## src/sft_pkg.sv

```systemverilog
package sft_pkg;

  // Link framing codes
  localparam logic [7:0] StartByte = 8'h80;
  localparam logic [7:0] EndByte   = 8'h81;
  localparam logic [6:0] BlankCode = 7'h7F;

  // Status frame layout
  localparam int unsigned FrameLen  = 12;
  localparam int unsigned StoreLen  = 9;   // status bytes s1..s9 are kept
  localparam int unsigned OutLen    = 11;

  // Default depth of the queue between front and back
  localparam int unsigned QueueDepthDef = 2;

  // Configuration register indexes
  localparam logic [1:0] CfgCoincide  = 2'd0;
  localparam logic [1:0] CfgDoorSound = 2'd1;

  // Display frame beat positions
  localparam logic [3:0] BeatStart = 4'd0;
  localparam logic [3:0] BeatZero0 = 4'd1;
  localparam logic [3:0] BeatZero1 = 4'd2;
  localparam logic [3:0] BeatTens  = 4'd3;
  localparam logic [3:0] BeatUnits = 4'd4;
  localparam logic [3:0] BeatBasic = 4'd5;
  localparam logic [3:0] BeatFunc1 = 4'd6;
  localparam logic [3:0] BeatFunc2 = 4'd7;
  localparam logic [3:0] BeatFunc3 = 4'd8;
  localparam logic [3:0] BeatCheck = 4'd9;
  localparam logic [3:0] BeatEnd   = 4'd10;

  typedef struct packed {
    logic coincide;
    logic door_sound;
  } sft_cfg_t;

  // One translated frame, the variable bytes only
  typedef struct packed {
    logic [7:0] tens;
    logic [7:0] units;
    logic [7:0] basicfun;
    logic [7:0] func1;
    logic [7:0] func2;
    logic [7:0] func3;
    logic [7:0] check;
  } frame_rec_t;

endpackage

```

## src/sft_front.sv

```systemverilog
module sft_front import sft_pkg::*; (
  input  logic       clk_i,
  input  logic       rst_ni,
  input  sft_cfg_t   cfg_i,
  input  logic       in_valid_i,
  output logic       in_ready_o,
  input  logic [7:0] in_byte_i,
  output logic       push_valid_o,
  input  logic       push_ready_i,
  output frame_rec_t push_rec_o
);

  logic [3:0]  pos_q, pos_d;
  logic [7:0]  buf_q [StoreLen];
  logic [14:0] last_floor_q, last_floor_d;
  logic [16:0] last_func_q, last_func_d;
  logic        talk_sent_q, talk_sent_d;
  logic [7:0]  prev_q [5];
  logic [7:0]  prev_d [5];

  logic        last_beat, accept;
  logic [3:0]  wr_idx;

  // Status bits
  logic [6:0]  s2_tens, s3_units;
  logic [14:0] floor_now;
  logic        floor_diff, floor_change;
  logic        closing, battery, digi, photo_cell, force_b, forbid, smoke, over, full;
  logic        maint, fire, lift, arrive, opening, down, up, run, talk, ts_cur;
  logic [7:0]  f1_raw, f2_raw;
  logic [16:0] word;
  logic        blank_rule;
  logic [7:0]  tens, units, basicfun, f1, f2, f3;

  assign last_beat    = (pos_q == 4'(FrameLen - 1));
  assign in_ready_o   = !(last_beat && !push_ready_i);
  assign accept       = in_valid_i && in_ready_o;
  assign push_valid_o = in_valid_i && last_beat;
  assign wr_idx       = pos_q - 4'd1;

  // Byte position: hunt for start, then count through the frame
  always_comb begin
    pos_d = pos_q;
    if (accept) begin
      if (pos_q == 4'd0) begin
        if (in_byte_i == StartByte) pos_d = 4'd1;
      end else if (last_beat) begin
        pos_d = 4'd0;
      end else begin
        pos_d = pos_q + 4'd1;
      end
    end
  end

  // Status byte store, s1..s9
  always_ff @(posedge clk_i) begin
    if (accept && pos_q != 4'd0 && pos_q <= 4'(StoreLen)) begin
      buf_q[wr_idx] <= in_byte_i;
    end
  end

  // Translation of a complete frame
  always_comb begin
    s2_tens      = buf_q[1][6:0];
    s3_units     = buf_q[2][6:0];
    floor_now    = {s2_tens, 1'b0, s3_units};
    floor_diff   = (floor_now != last_floor_q);
    floor_change = floor_diff && cfg_i.coincide;

    battery    = !floor_change && buf_q[0][1];
    digi       = !floor_change && buf_q[0][0];
    closing    = !floor_change && buf_q[0][5];
    photo_cell = !floor_change && buf_q[3][4];
    force_b    = !floor_change && buf_q[3][5];
    forbid     = !floor_change && buf_q[3][6];
    smoke      = !floor_change && buf_q[4][0];
    over       = !floor_change && buf_q[4][2];
    full       = !floor_change && buf_q[4][3];
    maint      = !floor_change && buf_q[4][4];
    fire       = !floor_change && buf_q[4][5];
    lift       = !floor_change && buf_q[5][3];

    arrive  = buf_q[3][0];
    run     = buf_q[3][1];
    down    = buf_q[3][2];
    up      = buf_q[3][3];
    opening = cfg_i.door_sound && arrive;

    // One-shot talk latch, cleared on any floor difference
    ts_cur = talk_sent_q && !floor_diff;
    if (!ts_cur) begin
      talk        = buf_q[5][6];
      talk_sent_d = buf_q[5][6];
    end else begin
      talk        = closing && buf_q[5][6];
      talk_sent_d = 1'b1;
    end
    basicfun = {3'b000, talk, arrive, run, down, up};

    f1_raw = {1'b0, full, over, forbid, maint, battery, digi, photo_cell};
    f2_raw = {2'b00, smoke, 1'b0, force_b, fire, lift, 1'b0};
    word   = {closing, f2_raw, f1_raw};

    tens        = {1'b0, s2_tens};
    units       = {1'b0, s3_units};
    f1          = 8'd0;
    f2          = 8'd0;
    f3          = 8'd0;
    blank_rule  = 1'b0;
    last_func_d = last_func_q;
    last_floor_d = floor_diff ? floor_now : last_floor_q;

    if (!floor_change) begin
      f1 = f1_raw;
      f2 = f2_raw;
      f3 = {7'd0, closing};
      if (word != last_func_q) begin
        last_func_d = word;
        blank_rule  = 1'b1;
      end else if (buf_q[8][0]) begin
        // digits from the stored floor, which equals this frame's floor
        f1 = 8'd0;
        f2 = 8'd0;
        f3 = 8'd0;
      end else if (buf_q[8][2]) begin
        blank_rule = 1'b1;
      end else begin
        // repeat the previous display frame
        tens  = prev_q[0];
        units = prev_q[1];
        f1    = prev_q[2];
        f2    = prev_q[3];
        f3    = prev_q[4] | {6'd0, opening, 1'b0};
      end
      if (blank_rule) begin
        if (word != 17'd0 && cfg_i.coincide && !(closing || opening)) begin
          tens  = {1'b0, BlankCode};
          units = {1'b0, BlankCode};
        end
        f3 = f3 | {6'd0, opening, 1'b0};
      end
    end

    push_rec_o.tens     = tens;
    push_rec_o.units    = units;
    push_rec_o.basicfun = basicfun;
    push_rec_o.func1    = f1;
    push_rec_o.func2    = f2;
    push_rec_o.func3    = f3;
    push_rec_o.check    = tens ^ units ^ basicfun ^ f1 ^ f2 ^ {1'b0, f3[6:0]};

    prev_d[0] = tens;
    prev_d[1] = units;
    prev_d[2] = f1;
    prev_d[3] = f2;
    prev_d[4] = f3;
  end

  // Position and history registers
  always_ff @(posedge clk_i or negedge rst_ni) begin
    if (!rst_ni) begin
      pos_q        <= 4'd0;
      last_floor_q <= 15'h7FFF;
      last_func_q  <= 17'd0;
      talk_sent_q  <= 1'b0;
      for (int i = 0; i < 5; i++) prev_q[i] <= 8'd0;
    end else begin
      pos_q <= pos_d;
      if (accept && last_beat) begin
        last_floor_q <= last_floor_d;
        last_func_q  <= last_func_d;
        talk_sent_q  <= talk_sent_d;
        for (int i = 0; i < 5; i++) prev_q[i] <= prev_d[i];
      end
    end
  end

endmodule

```

## src/sft_queue.sv

```systemverilog
module sft_queue import sft_pkg::*; #(
  parameter int unsigned Depth = QueueDepthDef
) (
  input  logic       clk_i,
  input  logic       rst_ni,
  input  logic       push_valid_i,
  output logic       push_ready_o,
  input  frame_rec_t push_rec_i,
  output logic       pop_valid_o,
  input  logic       pop_ready_i,
  output frame_rec_t pop_rec_o
);

  localparam int unsigned PtrW = (Depth > 1) ? $clog2(Depth) : 1;
  localparam int unsigned CntW = $clog2(Depth + 1);

  frame_rec_t      mem_q [Depth];
  logic [PtrW-1:0] wr_ptr_q, rd_ptr_q;
  logic [CntW-1:0] count_q;
  logic            push, pop;

  assign push_ready_o = (count_q != CntW'(Depth));
  assign pop_valid_o  = (count_q != '0);
  assign push         = push_valid_i && push_ready_o;
  assign pop          = pop_valid_o && pop_ready_i;
  assign pop_rec_o    = mem_q[rd_ptr_q];

  // Record storage
  always_ff @(posedge clk_i) begin
    if (push) mem_q[wr_ptr_q] <= push_rec_i;
  end

  // Pointers and fill count
  always_ff @(posedge clk_i or negedge rst_ni) begin
    if (!rst_ni) begin
      wr_ptr_q <= '0;
      rd_ptr_q <= '0;
      count_q  <= '0;
    end else begin
      if (push) wr_ptr_q <= (wr_ptr_q == PtrW'(Depth - 1)) ? '0 : wr_ptr_q + 1'b1;
      if (pop)  rd_ptr_q <= (rd_ptr_q == PtrW'(Depth - 1)) ? '0 : rd_ptr_q + 1'b1;
      if (push && !pop)      count_q <= count_q + 1'b1;
      else if (pop && !push) count_q <= count_q - 1'b1;
    end
  end

endmodule

```

## src/sft_back.sv

```systemverilog
module sft_back import sft_pkg::*; (
  input  logic       clk_i,
  input  logic       rst_ni,
  input  logic       rec_valid_i,
  output logic       rec_ready_o,
  input  frame_rec_t rec_i,
  output logic       out_valid_o,
  input  logic       out_ready_i,
  output logic [7:0] out_byte_o,
  output logic       frame_end_o
);

  logic [3:0] beat_q;
  logic       beat_done;

  assign out_valid_o = rec_valid_i;
  assign beat_done   = out_valid_o && out_ready_i;
  assign frame_end_o = (beat_q == BeatEnd);
  assign rec_ready_o = beat_done && frame_end_o;

  // Byte select for the current beat
  always_comb begin
    unique case (beat_q)
      BeatStart: out_byte_o = StartByte;
      BeatZero0: out_byte_o = 8'd0;
      BeatZero1: out_byte_o = 8'd0;
      BeatTens:  out_byte_o = rec_i.tens;
      BeatUnits: out_byte_o = rec_i.units;
      BeatBasic: out_byte_o = rec_i.basicfun;
      BeatFunc1: out_byte_o = rec_i.func1;
      BeatFunc2: out_byte_o = rec_i.func2;
      BeatFunc3: out_byte_o = rec_i.func3;
      BeatCheck: out_byte_o = rec_i.check;
      BeatEnd:   out_byte_o = EndByte;
      default:   out_byte_o = 8'd0;
    endcase
  end

  // Beat counter within the display frame
  always_ff @(posedge clk_i or negedge rst_ni) begin
    if (!rst_ni) begin
      beat_q <= BeatStart;
    end else if (beat_done) begin
      beat_q <= frame_end_o ? BeatStart : beat_q + 4'd1;
    end
  end

endmodule

```

## src/status_frame_translator.sv

```systemverilog
// Status frame translator. Controller bytes enter one per beat on the input
// channel; bytes are dropped until a 0x80 start byte, which with the next
// eleven bytes forms a status frame. On the twelfth byte the frame is
// translated in that same cycle and an 11-byte display frame (0x80, 0, 0,
// tens, units, basic bits, three function bytes, XOR check, 0x81) is queued;
// frame_end_o marks the closing 0x81 beat. Input takes one byte per cycle and
// the output gives one byte per cycle while out_ready_i is high; the two
// sides are parted by a queue of QueueDepth translated frames, and the input
// stalls only on a frame's last byte while that queue is full. Configuration
// (index 0 coincide mode, index 1 door-open sound, data bit 0) is always
// ready and must be written while no frame is in flight.
module status_frame_translator import sft_pkg::*; #(
  parameter int unsigned QueueDepth = QueueDepthDef
) (
  input  logic       clk_i,
  input  logic       rst_ni,
  input  logic       cfg_valid_i,
  output logic       cfg_ready_o,
  input  logic [1:0] cfg_index_i,
  input  logic       cfg_data_i,
  input  logic       in_valid_i,
  output logic       in_ready_o,
  input  logic [7:0] in_byte_i,
  output logic       out_valid_o,
  input  logic       out_ready_i,
  output logic [7:0] out_byte_o,
  output logic       frame_end_o
);

  sft_cfg_t   cfg_q;
  logic       push_valid, push_ready, pop_valid, pop_ready;
  frame_rec_t push_rec, pop_rec;

  assign cfg_ready_o = 1'b1;

  // Configuration registers
  always_ff @(posedge clk_i or negedge rst_ni) begin
    if (!rst_ni) begin
      cfg_q <= '0;
    end else if (cfg_valid_i) begin
      unique case (cfg_index_i)
        CfgCoincide:  cfg_q.coincide   <= cfg_data_i;
        CfgDoorSound: cfg_q.door_sound <= cfg_data_i;
        default: ;
      endcase
    end
  end

  sft_front u_front (
    .clk_i        (clk_i),
    .rst_ni       (rst_ni),
    .cfg_i        (cfg_q),
    .in_valid_i   (in_valid_i),
    .in_ready_o   (in_ready_o),
    .in_byte_i    (in_byte_i),
    .push_valid_o (push_valid),
    .push_ready_i (push_ready),
    .push_rec_o   (push_rec)
  );

  sft_queue #(
    .Depth (QueueDepth)
  ) u_queue (
    .clk_i        (clk_i),
    .rst_ni       (rst_ni),
    .push_valid_i (push_valid),
    .push_ready_o (push_ready),
    .push_rec_i   (push_rec),
    .pop_valid_o  (pop_valid),
    .pop_ready_i  (pop_ready),
    .pop_rec_o    (pop_rec)
  );

  sft_back u_back (
    .clk_i       (clk_i),
    .rst_ni      (rst_ni),
    .rec_valid_i (pop_valid),
    .rec_ready_o (pop_ready),
    .rec_i       (pop_rec),
    .out_valid_o (out_valid_o),
    .out_ready_i (out_ready_i),
    .out_byte_o  (out_byte_o),
    .frame_end_o (frame_end_o)
  );

endmodule

```

## config.mk

```make
export PLATFORM = sky130hd
export DESIGN_NAME = status_frame_translator
export DESIGN_NICKNAME = d
export VERILOG_FILES = /design/src/sft_pkg.sv /design/src/sft_front.sv /design/src/sft_queue.sv /design/src/sft_back.sv /design/src/status_frame_translator.sv
export SDC_FILE = /design/constraint.sdc
export NUM_CORES = 1
export LEC_CHECK = 0
export BUFFER_PORTS_ARGS = -buffer_cell sky130_fd_sc_hd__buf_2
export CAP_MARGIN = 15
export CORE_MARGIN = 5
export CORE_UTILIZATION = 46
export DETAILED_ROUTE_END_ITERATION = 8
export GPL_TIMING_DRIVEN = 0
export SYNTH_ARGS = -nofsm -noshare
export SYNTH_HDL_FRONTEND = slang
export SYNTH_SLANG_ARGS = --single-unit
```

## constraint.sdc

```tcl
create_clock -name clk_i -period 5.65 [get_ports clk_i]
set_input_delay 0 -clock clk_i [delete_from_list [all_inputs] [get_ports clk_i]]
set_output_delay 0 -clock clk_i [all_outputs]
set_load 0.02 [all_outputs]
```

Word level (Yosys, flattened, before mapping)
Memories as Yosys holds them, arrays and structs flattened.
Index checks and enable logic that the tools add are counted.
{"block": "totals", "inputBits": 16, "output_inout_bits": 12, "word_cells": 143, "regBits": 82, "ramBits": 178, "memories": 2}
{"block": "classes", "bitwise": 8, "n_eq_ne": 15, "mux": 45, "addsub": 7, "magnitude_cmp": 1, "n_reduce_logical": 50}
{"name": "u_queue.mem_q", "words": 2, "word_bits": 53, "read_ports": 1, "rd_ports_with_merged_regs": 0, "wr": 1, "line": "sft_queue.sv:17", "text": "frame_rec_t mem_q [Depth];"}
{"name": "u_front.buf_q", "words": 9, "word_bits": 8, "read_ports": 7, "rd_ports_with_merged_regs": 0, "wr": 1, "line": "sft_front.sv:14", "text": "logic [7:0] buf_q [StoreLen];"}
{"op": "$mux W8", "count": 26}
{"op": "$pmux W8 S9", "count": 1}
{"op": "$logic_and A1 B1 Y1", "count": 30}
{"op": "$xor A8 B8 Y8", "count": 3}
{"op": "$eq A4 B3 Y1 const B", "count": 4}
{"op": "$eq A4 B4 Y1 const B", "count": 4}
{"op": "$mux W4", "count": 4}
{"op": "$or A8 B2 Y8", "count": 2}
{"op": "$ne A15 B15 Y1", "count": 1}
{"op": "$mux W1", "count": 12}
{"op": "$ne A12 B12 Y1", "count": 1}
{"op": "$reduce_bool A12 Y1", "count": 1}
{"op": "$add A4 B1 Y4 const B", "count": 2}
{"op": "$eq A8 B8 Y1 const B", "count": 1}
{"op": "$logic_not A4 Y1", "count": 2}
{"op": "$reduce_and A2 Y1", "count": 4}
{"op": "$xor A8 B5 Y8", "count": 1}
{"op": "$xor A8 B7 Y8", "count": 1}
{"op": "$logic_not A1 Y1", "count": 7}
{"op": "$eq A4 B2 Y1 const B", "count": 1}
{"op": "$le A4 B4 Y1 const B", "count": 1}
{"op": "$mux W2", "count": 2}
{"op": "$ne A2 B2 Y1 const B", "count": 2}
{"op": "$reduce_bool A2 Y1", "count": 2}
{"op": "other kinds (10)", "count": 11}

Logic depth before layout (Yosys ltp)
An unclocked memory read counts as a cell.
{"block": "logic_depth", "depth_word": 16, "depth_mapped": 10, "depth_no_buf": 9}

Cells and area by module
Synthesis repeated with hierarchy kept, for this count alone.
{"block": "unflattened", "hier_cells": 792, "hier_area_um2": 10804.1}
{"module": "sft_front", "seq_area_each_um2": 2811.4, "cells_per_inst": 495, "n_inst": 1, "area_each_um2": 5616.6}
{"module": "sft_queue", "seq_area_each_um2": 3463.3, "cells_per_inst": 192, "n_inst": 1, "area_each_um2": 4355.4}
{"module": "sft_back", "seq_area_each_um2": 100.1, "cells_per_inst": 97, "n_inst": 1, "area_each_um2": 733.2}
{"module": "status_frame_translator", "seq_area_each_um2": 50.0, "cells_per_inst": 8, "n_inst": 1, "area_each_um2": 98.8}

Least setup slack after synthesis
No wires, ideal clock.
{"block": "synth_path", "path_kind": "register to register", "from": "reg u_front.pos_q[0]", "to": "mem u_queue.mem_q[0][0] in the netlist's numbering (enable)", "setup_slack_ns": 1.569, "arrival_ns": 3.617, "path_buffers": 1, "setup_ns": 0.464, "path_stages_with_launch": 7, "synth_period_minus_slack_ns": 4.081, "t_required_ns": 5.186, "path_cell_list": "dfrtp_1 > ha_1 > nor2b_1 > and2_1 > nand3_1 > clkbuf_1 > nor2_1"}
{"block": "synth_between", "elab_chain_len": 5}
{"element": "start: declaration", "line": "sft_front.sv:13", "text": "logic [3:0] pos_q, pos_d;"}
{"element": "start signal: assignment", "line": "sft_front.sv:168", "text": "pos_q <= pos_d;"}
{"element": "$eq A4 B4 Y1", "line": "sft_front.sv:35", "text": "assign last_beat = (pos_q == 4'(FrameLen - 1));"}
{"element": "$logic_and A1 B1 Y1", "line": "sft_front.sv:38", "text": "assign push_valid_o = in_valid_i && last_beat;"}
{"element": "$logic_and A1 B1 Y1", "line": "sft_queue.sv:24", "text": "assign push = push_valid_i && push_ready_o;"}
{"element": "$mux W1", "line": "sft_queue.sv:30", "text": "if (push) mem_q[wr_ptr_q] <= push_rec_i;"}
{"element": "$mux W1 (not written as such)", "line": "sft_queue.sv:30"}
{"element": "end: declaration", "line": "sft_queue.sv:17"}
Every way passes these cells.

==> impl_metrics.py <==
metrics = {
    "run_status": {
        "outcome": "completed",
    },
    "routing": {
        "routed_wl_mm": 22.2,
        "drt-initial-drc-count": 325,
        "route.detailed.drc": 0,
        "ant_nets": 0,
        "vias_per_cell": 5.53,
        "vias": 6074,
        "post_drt_wl_per_cell_um": 20.2,
        "firstDrtPassIters": 5,
    },
    "placement": {
        "gp_congestion": 0.888,
        "io_buffers": 26,
        "place_ws_ns": 2.00,
        "hpwl_mm": 15.6,
    },
    "worst_setup_path": {
        "cp-start-kind": "register",
        "path_cells": "xor2_1 > nor4_1 > a31oi_1 > clkbuf_1 > a221oi_4 > buf_2 > o22a_1 > xnor2_1 > xnor3_1",
        "r2r_cells": 9,
        "cp.arrival_ns": 3.89,
        "cp_slowest_cell": "edfxtp_1",
        "max_stage_delay_ns": 0.51,
        "endpoint_kind": "register",
        "worstSetupPathType": "reg2reg",
        "path_max_fanout": 10,
        "required_ns": 5.90,
    },
    "global_routing": {
        "antenna_found_initial": 0,
        "overflow": 0,
        "grt_max_degree": 70,
        "grt_pass1_vias": 6239,
        "grtUsageTotal_pct": 18.4,
        "grt_pass1_wl_mm": 34.7,
    },
    "clocking": {
        "clock_path_buffers": 3,
        "cts_buffers": 24,
        "clk_pin_slew_ns": 0.06,
        "cts_tree": "yes",
        "worstSkewPairLatency_ns": 0.51,
        "cts_sinks": 221,
        "holdBufCountCts": 16,
        "cts_resized": 0,
        "root_buffer": "clkbuf_16",
        "htree_levels": 1,
        "post_cts_buffers": 0,
    },
    "power": {
        "seq_power_share_pct": 43.4,
        "swShare_pct": 30.8,
        "p_int_mw": 3.61,
        "powerDensity_mw_per_mm2": 462,
        "totalPowerFinal_mw": 5.22,
        "power_frac_clock_pct": 31.0,
        "power.share.combinational_pct": 25.7,
        "leakagePower_nw": 4.34,
        "p_switching_mw": 1.61,
        "max-vdd-ir-drop_v": 0.000261,
    },
    "synthesis": {
        "synth_cell_types": 60,
        "synth-main-ff-cell": "edfxtp_1",
        "syn_inst": 733,
        "avgSynthCellArea_um2": 13.3,
        "yosysSeqAreaShare_pct": 64.0,
        "synth_nets": 756,
        "async_flop_share_pct": 37.1,
        "synth_area_mm2": 0.00975,
        "ys_ff_latch": 221,
        "yosys_warnings": 0,
        "synth_edf_count": 139,
    },
    "cells_and_area": {
        "nets": 828,
        "nFillCells": 1752,
        "layout.core_utilization_pct": 54.0,
        "area_growth_pct": 16.0,
        "final_layout_size_suffix_gt1_share_pct": 15.6,
    },
    "floorplan": {
        "fp.coreArea_mm2": 0.0210,
        "ios": 28,
        "initial_core_util_pct": 46.5,
        "rows": 53,
        "dieArea_mm2": 0.0242,
        "die_h_um": 156,
        "die_w_um": 156,
    },
    "timing": {
        "timing.final.crit_period_ns": 3.63,
        "worstMarginPinSlew_ns": 0.880,
        "finalSetupViolCount": 0,
        "maxSlewHeadroom_pct": 41.2,
        "maxSlewViolCount": 0,
        "hold_ws_ns": 0.0474,
        "fmax_mhz": 275,
        "clock-skew-final_ns": 0.0117,
        "worst_slack_ns": 2.02,
        "rsz0062_at_grt": "no",
        "finalCritPeriodShare_pct": 64.3,
        "hold_violations": 0,
    },
    "job": {
        "maxCapViolCount": 0,
    },
    "hold_path": {
        "holdPathStages": 6,
        "hold_class": "in2reg",
    },
}
## cells in the final DEF (no fill, tap or decap), types with 11 or more instances in the layout
| cell type | Yosys | routed |
|---|---|---|
| edfxtp_1 | 139 | 139 |
| nand2_1 | 96 | 96 |
| dfrtp_1 | 67 | 67 |
| mux2i_1 | 41 | 41 |
| and2_1 | 31 | 31 |
| xnor2_1 | 29 | 29 |
| buf_2 | 3 | 29 |
| nor2_1 | 29 | 27 |
| mux2_2 | 27 | 27 |
| clkbuf_16 | 0 | 25 |
| clkbuf_1 | 20 | 24 |
| o22ai_1 | 18 | 18 |
| xor2_1 | 16 | 16 |
| dlygate4sd3_1 | 0 | 16 |
| nor2b_1 | 15 | 15 |
| nand2b_1 | 15 | 15 |
| o21ai_0 | 15 | 15 |
| dfstp_2 | 15 | 15 |
| o22a_1 | 14 | 14 |
| a21oi_1 | 12 | 12 |
| inv_1 | 11 | 11 |
| a22oi_1 | 11 | 11 |
## stage by stage
stage	std cells	setup TNS, ns	instance area (um2)
after floorplan	733	0	9750
after global placement	1034	-3.81	10200
after detailed placement	1038	0	10300
after CTS	1098	0	11300
after global routing	1098	0	11300
final	1099	0	11300
## power groups by stage
| stage | Sequential, mW | Clock [mW] | Combinational [mW] |
|---|---|---|---|
| floorplan | 2.22 | 0 | 0.987 |
| global placement | 2.27 | 0 | 1.28 |
| detailed placement | 2.29 | 0 | 1.33 |
| CTS | 2.26 | 1.65 | 1.35 |
| global route | 2.30 | 1.72 | 1.48 |
| finish | 2.26 | 1.62 | 1.34 |
## sequential cells by signal, summed over array words and instances (netlist names)
register	count
u_queue.wr_ptr_q	1
u_front.last_floor_q	15
u_front.prev_q	40
u_front.buf_q	33
u_queue.rd_ptr_q	1
u_front.pos_q	4
u_queue.mem_q	106
cfg_q	2
u_queue.count_q	2
u_back.beat_q	4
u_front.last_func_q	12
u_front.talk_sent_q	1
## synth_stat cells (all sizes together), types with 16 or more instances
cell | count | share of area, %
xnor2 | 29 | 2.6
mux2i | 41 | 4.2
mux2 | 27 | 3.1
clkbuf | 20 | 0.77
o22ai | 18 | 1.2
and2 | 32 | 2.1
dfrtp | 67 | 17
nand2 | 96 | 3.7
edfxtp | 139 | 43
nor2 | 29 | 1.1
xor2 | 16 | 1.4
## area by class of cell
type	instances	area, um2	share of cell area [%]
Antenna cell	1	2.50	0.0221
Buffer	28	128	1.13
Clock buffer	33	696	6.15
Clock inverter	11	136	1.21
Inverter	12	45.0	0.398
Multi-Input combinational cell	472	3350	29.6
Sequential cell	221	6240	55.2
Tap cell	275	344	3.04
Timing Repair Buffer	46	365	3.23
## routing by layer
layer | track usage [%] | vias up | part of all wire [%]
li1 | - | 2858 | -
met1 | 25.8 | 3008 | 45
met2 | 30.3 | 171 | 48
met3 | 2.39 | 37 | 5.1
met4 | 5.63 | 0 | 2.4
met5 | 0 | - | 0
## kinds of logic after synthesis
| group | share of synthesized area (%) |
|---|---|
| fa+ha+maj | 0.898 |
| other cells | 0.0385 |
| flops | 64.0 |
| xor+xnor | 5.20 |
| compound gates | 8.42 |
| buf+inv | 1.77 |
| simple gates | 12.3 |
| mux | 7.33 |
## critical path: cells and delay by family (launching register included)
family                    cells  cell delay [ns]
and+or+nand+nor               1             0.47
AOI/OAI and AO/OA             3             1.09
buffers and inverters         2             0.68
DFF                           1             0.51
xor gates and xnor gates      3             0.63
## final timing paths
path | startpoint | endpoint | slack (ns)
max | u_front.buf_q[2][6] | u_queue.mem_q[1][3] | 2.02
min | in_byte_i[7] | u_front.pos_q[1] | 0.05
max reg2reg | u_front.buf_q[2][6] | u_queue.mem_q[1][3] | 2.02
min reg2reg | u_front.prev_q[18] | u_front.prev_q[18] | 0.48
max in group asynchronous | rst_ni | u_front.prev_q[39] | 4.53
min in group asynchronous | rst_ni | u_front.prev_q[22] | 0.08
Note: power is estimated with default switching activity, not from simulation.
